<file path="config.mk">
export PLATFORM = sky130hd
export DESIGN_NAME = mvna_ram
export DESIGN_NICKNAME = d
export VERILOG_FILES = /design/src/rtl/mvna_ram.sv
export SDC_FILE = /design/constraint.sdc
export NUM_CORES = 1
export LEC_CHECK = 0
export BUFFER_PORTS_ARGS = -buffer_cell sky130_fd_sc_hd__buf_2
export CAP_MARGIN = 20
export CORE_MARGIN = 5
export CORE_UTILIZATION = 35
export DETAILED_ROUTE_END_ITERATION = 6
export PLACE_DENSITY = 0.63
export REMOVE_ABC_BUFFERS = 1
export SYNTH_ARGS = -nofsm -noshare
export SYNTH_HDL_FRONTEND = slang
export SYNTH_SLANG_ARGS = --single-unit
export TNS_END_PERCENT = 100
</file>
<file path="constraint.sdc">
create_clock -name clock -period 2 [get_ports clock]
set_clock_uncertainty 0.15 [all_clocks]
set_input_delay 0.3 -clock clock [delete_from_list [all_inputs] [get_ports clock]]
set_output_delay 0.3 -clock clock [all_outputs]
set_load 0.05 [all_outputs]
</file>
<file path="src/rtl/mvna_ram.sv">
`timescale 1ns / 1ps
`default_nettype none

module mvna_ram #(
   parameter int Width = 8,
   parameter int Depth = 16
) (
   input  wire logic                     clock,
   input  wire logic                     wr_en,
   input  wire logic [$clog2(Depth)-1:0] wr_addr,
   input  wire logic [Width-1:0]         wr_data,
   input  wire logic [$clog2(Depth)-1:0] rd_addr,
   output logic      [Width-1:0]         rd_data
);

   logic [Width-1:0] mem_ff [Depth];
   logic [Width-1:0] rd_data_ff;

   always_ff @(posedge clock) begin
      if (wr_en) begin
         mem_ff[wr_addr] <= wr_data;
      end
      rd_data_ff <= mem_ff[rd_addr];
   end

   assign rd_data = rd_data_ff;

endmodule

`default_nettype wire

</file>
Yosys cells after proc, flatten, opt, wreduce, memory -nomap -nowiden
Memories as Yosys holds them, arrays and structs flattened. A register that Yosys moved wholly into a read port is not among the register bits.
Cells that the tools add are included.
{"block": "totals", "register_bits": 0, "latch_bits": 0, "ramBits": 128, "romBits": 0, "input_bits": 18, "word_cells": 3, "n_memories": 1}
{"block": "classes", "n_addsub": 0, "n_mul": 0, "n_div": 0, "n_lt_le_gt_ge": 0, "eq_ne": 0, "shift": 0, "mux": 2, "bitwise_logic": 0, "n_reduce_logical": 0}
{"name": "mem_ff", "depth": 16, "word_bits": 8, "read_ports": 1, "rd_ports_with_merged_regs": 1, "wr": 1, "line_no": "16", "source": "logic [Width-1:0] mem_ff [Depth];"}
{"op": "$mux 1", "n": 2}

Depth between registers and ports, before layout
{"block": "depth", "depth_word": 2, "mapped_depth": 5}

Worst setup path after synthesis
OpenSTA, ideal clock, no wires.
{"block": "synth_path", "path_type": "input -> register", "start": "input port wr_addr[2]", "end": "memory mem_ff[0][0] (enable)", "setup_ns": 0.383, "arrival_ns": 1.410, "required_time_ns": 1.467, "setup_slack_ns": 0.057, "cell_stages": 2, "n_path_buf": 0, "cell_sequence": "or3b_2 > nor3_1"}
{"element": "from (decl)", "line_no": "10", "source": "input wire logic [$clog2(Depth)-1:0] wr_addr,"}
{"element": "to (decl)", "line_no": "16"}
Straight into the memory's write port.

==> insert_results.sql <==
INSERT INTO impl_metrics (metric_group, metric, value, unit) VALUES
('outcome', 'outcome', 'finished clean', ''),
('clock_tree', 'postCtsHoldBufs', '0', ''),
('grt', 'met3_usage', '4.85', '%'),
('grt', 'use_met1', '15.2', '%'),
('grt', 'antenna_found_initial', '0', ''),
('routing', 'drt_first_pass_iters', '4', ''),
('worst_hold_path', 'hold_depth', '1', ''),
('pwr', 'power_switching', '1.28', 'mW'),
('placed_design', 'io_buffer_count', '25', ''),
('setup_path', 'path_depth_of_the_worst_reg2reg_path', '3', ''),
('logic_synthesis', 'synth_top_cell_by_area', 'sky130_fd_sc_hd__edfxtp_1', ''),
('die', 'die_area', '17200', 'µm²'),
('timing', 'postLayoutSetupSlackWorst', '0.487', 'ns'),
('placed_design', 'numPlacedInstances', '449', ''),
('logic_synthesis', 'yosys.cell_count.top_type', 'sky130_fd_sc_hd__edfxtp_1', ''),
('logic_synthesis', 'synth_enable_flop_cells', '128', ''),
('logic_synthesis', 'asyncSetResetFlopFracSynth', '0', '%'),
('finish', 'layoutNonFillerInstCount', '479', ''),
('timing', 'timing_worst_slew_pin_value', '0.346', 'ns'),
('clock_tree', 'number_of_buffers_on_the_longest_clock_path', '2', ''),
('setup_path', 'rr_startpoint', 'mem_ff[5][1]', ''),
('logic_synthesis', 'synth_commonest_cells', '128 x sky130_fd_sc_hd__edfxtp_1, 18 x sky130_fd_sc_hd__mux4_2, 16 x sky130_fd_sc_hd__a22oi_1', ''),
('clock_tree', 'clkLatencyLatePin', '0.40', 'ns'),
('finish', 'insertedDiodeCount', '0', ''),
('pwr', 'maximum_vdd_ir_drop', '0.000587', 'V'),
('pwr', 'power.switching_fraction', '19.3', '%'),
('logic_synthesis', 'mappedNetlistArea', '5150', 'µm²'),
('pwr', 'p_comb_share', '5.5', '%'),
('die', 'die_y', '131', 'µm'),
('logic_synthesis', 'synth_ff_type', 'sky130_fd_sc_hd__edfxtp_1', ''),
('timing', 'setup_viol_count_final', '0', ''),
('clock_tree', 'post_cts_buffers', '0', ''),
('timing', 'fin_crit', '1.51', 'ns'),
('logic_synthesis', 'synth_seq_area_share', '77.8', '%'),
('grt', 'track_usage', '12.0', '%'),
('clock_tree', 'post_cts_resize_count', '0', ''),
('setup_path', 'critical_path.max_fanout', '1', ''),
('pwr', 'cellPowerDensity', '1070', 'nW/µm²'),
('logic_synthesis', 'synth.distinct_cells', '19', ''),
('routing', 'vias', '2405', ''),
('placed_design', 'post-dp-hpwl', '6440', 'µm'),
('routing', 'route.antenna.remaining_nets', '0', ''),
('grt', 'grt_pass1_wl', '15300', 'µm'),
('grt', 'grt_remaining_overflow', '0', ''),
('grt', 'grt_pass1_vias', '2634', ''),
('worst_hold_path', 'min-delay-start', 'wr_data[7]', ''),
('logic_synthesis', 'synth-warning-count', '0', ''),
('pwr', 'clock_power_share', '46.4', '%'),
('clock_tree', 'root_buffer', 'sky130_fd_sc_hd__clkbuf_16', ''),
('die', 'placementRows', '44', ''),
('run', 'max_cap_violations', '0', ''),
('setup_path', 'crit_path_end_kind', 'flip-flop', ''),
('timing', 'max-slew-margin-rel', '76.9', '%'),
('finish', 'layout-drive-gt1-share', '30.8', '%'),
('grt', 'grt_start_max_net_pins', '33', ''),
('setup_path', 'cell_by_cell_listing_of_the_critical_path', 'mux4_1, a22oi_1, nand2_1', ''),
('die', 'initial_utilization', '35.6', '%'),
('routing', 'wirelength', '9710', 'µm'),
('clock_tree', 'tritoncts', 'yes', ''),
('timing', 'grt_setup_unrepaired', 'no', ''),
('clock_tree', 'cts_inserted_buffers', '17', ''),
('finish', 'syn2layout_area_growth', '20.5', '%'),
('pwr', 'p_leak', '2.10', 'nW'),
('timing', 'finalSetupTns', '0', 'ns'),
('clock_tree', 'cts.htree.levels', '4', ''),
('logic_synthesis', 'synth_area_per_cell', '22.5', 'µm²'),
('logic_synthesis', 'synth-seq-cells', '136', ''),
('setup_path', 'criticalPathCategory', 'reg -> reg', ''),
('grt', 'met2_use_gr', '18.7', '%'),
('setup_path', 'slowest_delay', '0.59', 'ns'),
('timing', 'finalCritPeriodShare', '75.6', '%');
-- worst max-delay path: cells and delay by family (launching register included) --
family	cells	cell delay (ns)
mux	1	0.59
flops	1	0.35
compound gates	1	0.22
simple gates	1	0.07
-- how the worst max path moves through the flow --
stage | from | endpoint | slack [ns] | depth (start not counted)
2_1_floorplan | wr_addr[2] | mem_ff[0][0] | 0.06 | 2
3_3_place_gp | rd_addr[0] | rd_data[5] | 0.08 | 5
3_5_place_dp | rd_addr[0] | rd_data[5] | 0.11 | 5
4_1_cts | mem_ff[2][5] | rd_data[5] | 0.46 | 3
5_1_grt | mem_ff[5][1] | rd_data[1] | 0.43 | 3
6_report | mem_ff[5][1] | rd_data[1] | 0.49 | 3
-- state kept, by name, summed over array words and instances (netlist names) --
register  count
mem_ff      128
rd_data       8
-- power groups by stage --
stage | Sequential [mW] | Combinational [mW] | Clock (mW)
6_report | 3.21 | 0.364 | 3.09
3_3_place_gp | 3.26 | 0.366 | 0
2_1_floorplan | 3.33 | 0.128 | 0
5_1_grt | 3.21 | 0.392 | 3.30
3_5_place_dp | 3.26 | 0.371 | 0
4_1_cts | 3.21 | 0.372 | 3.15
-- per-stage QoR --
| stage | instance area, µm² | power [mW] | utilization (%) |
|---|---|---|---|
| after floorplan | 5060 | 3.45 | - |
| after global placement | 5610 | 3.63 | 38.8 |
| after detailed placement | 5610 | 3.64 | 38.8 |
| after CTS | 6200 | 6.72 | 42.8 |
| after global routing | 6200 | 6.90 | 42.8 |
| final | 6200 | 6.66 | 42.8 |
-- layout make-up --
cell class | instances | area (µm²)
flip-flops and latches | 136 | 4000
multi-input cells | 83 | 1060
clock inverters | 10 | 154
well taps | 184 | 230
fillers | 1225 | 8280
repair buffers | 46 | 320
clock buffers | 20 | 437
-- layout by cell type, fill, tap and decap left out --
cell,n
sky130_fd_sc_hd__a22oi_1,16
sky130_fd_sc_hd__and2_1,1
sky130_fd_sc_hd__and2b_1,1
sky130_fd_sc_hd__buf_12,3
sky130_fd_sc_hd__buf_2,25
sky130_fd_sc_hd__buf_4,18
sky130_fd_sc_hd__bufinv_16,4
sky130_fd_sc_hd__clkbuf_1,3
sky130_fd_sc_hd__clkbuf_16,17
sky130_fd_sc_hd__clkinv_1,1
sky130_fd_sc_hd__clkinv_2,3
sky130_fd_sc_hd__clkinvlp_4,2
sky130_fd_sc_hd__dfxtp_1,8
sky130_fd_sc_hd__edfxtp_1,128
sky130_fd_sc_hd__mux4_1,14
sky130_fd_sc_hd__mux4_2,18
sky130_fd_sc_hd__nand2_1,9
sky130_fd_sc_hd__nand2b_1,2
sky130_fd_sc_hd__nand3_1,1
sky130_fd_sc_hd__nand3b_1,2
sky130_fd_sc_hd__nor2_1,13
sky130_fd_sc_hd__nor2b_1,1
sky130_fd_sc_hd__nor3_1,4
sky130_fd_sc_hd__or3b_2,1
-- metal layers --
metal | up-vias | wire length (µm)
met5 | - | 0
met4 | 0 | 98
met3 | 8 | 415
met2 | 52 | 4900
met1 | 1267 | 4290
li1 | 1078 | -
-- logic make-up after synthesis --
logic type	after synthesis	share of synthesized area (%)
muxes	32	15.0
DFF	136	77.8
and+or+nand+nor	35	3.18
AOI/OAI and AO/OA	16	2.33
buffers and inverters	10	1.68
Note: power is estimated with default switching activity, not from simulation.
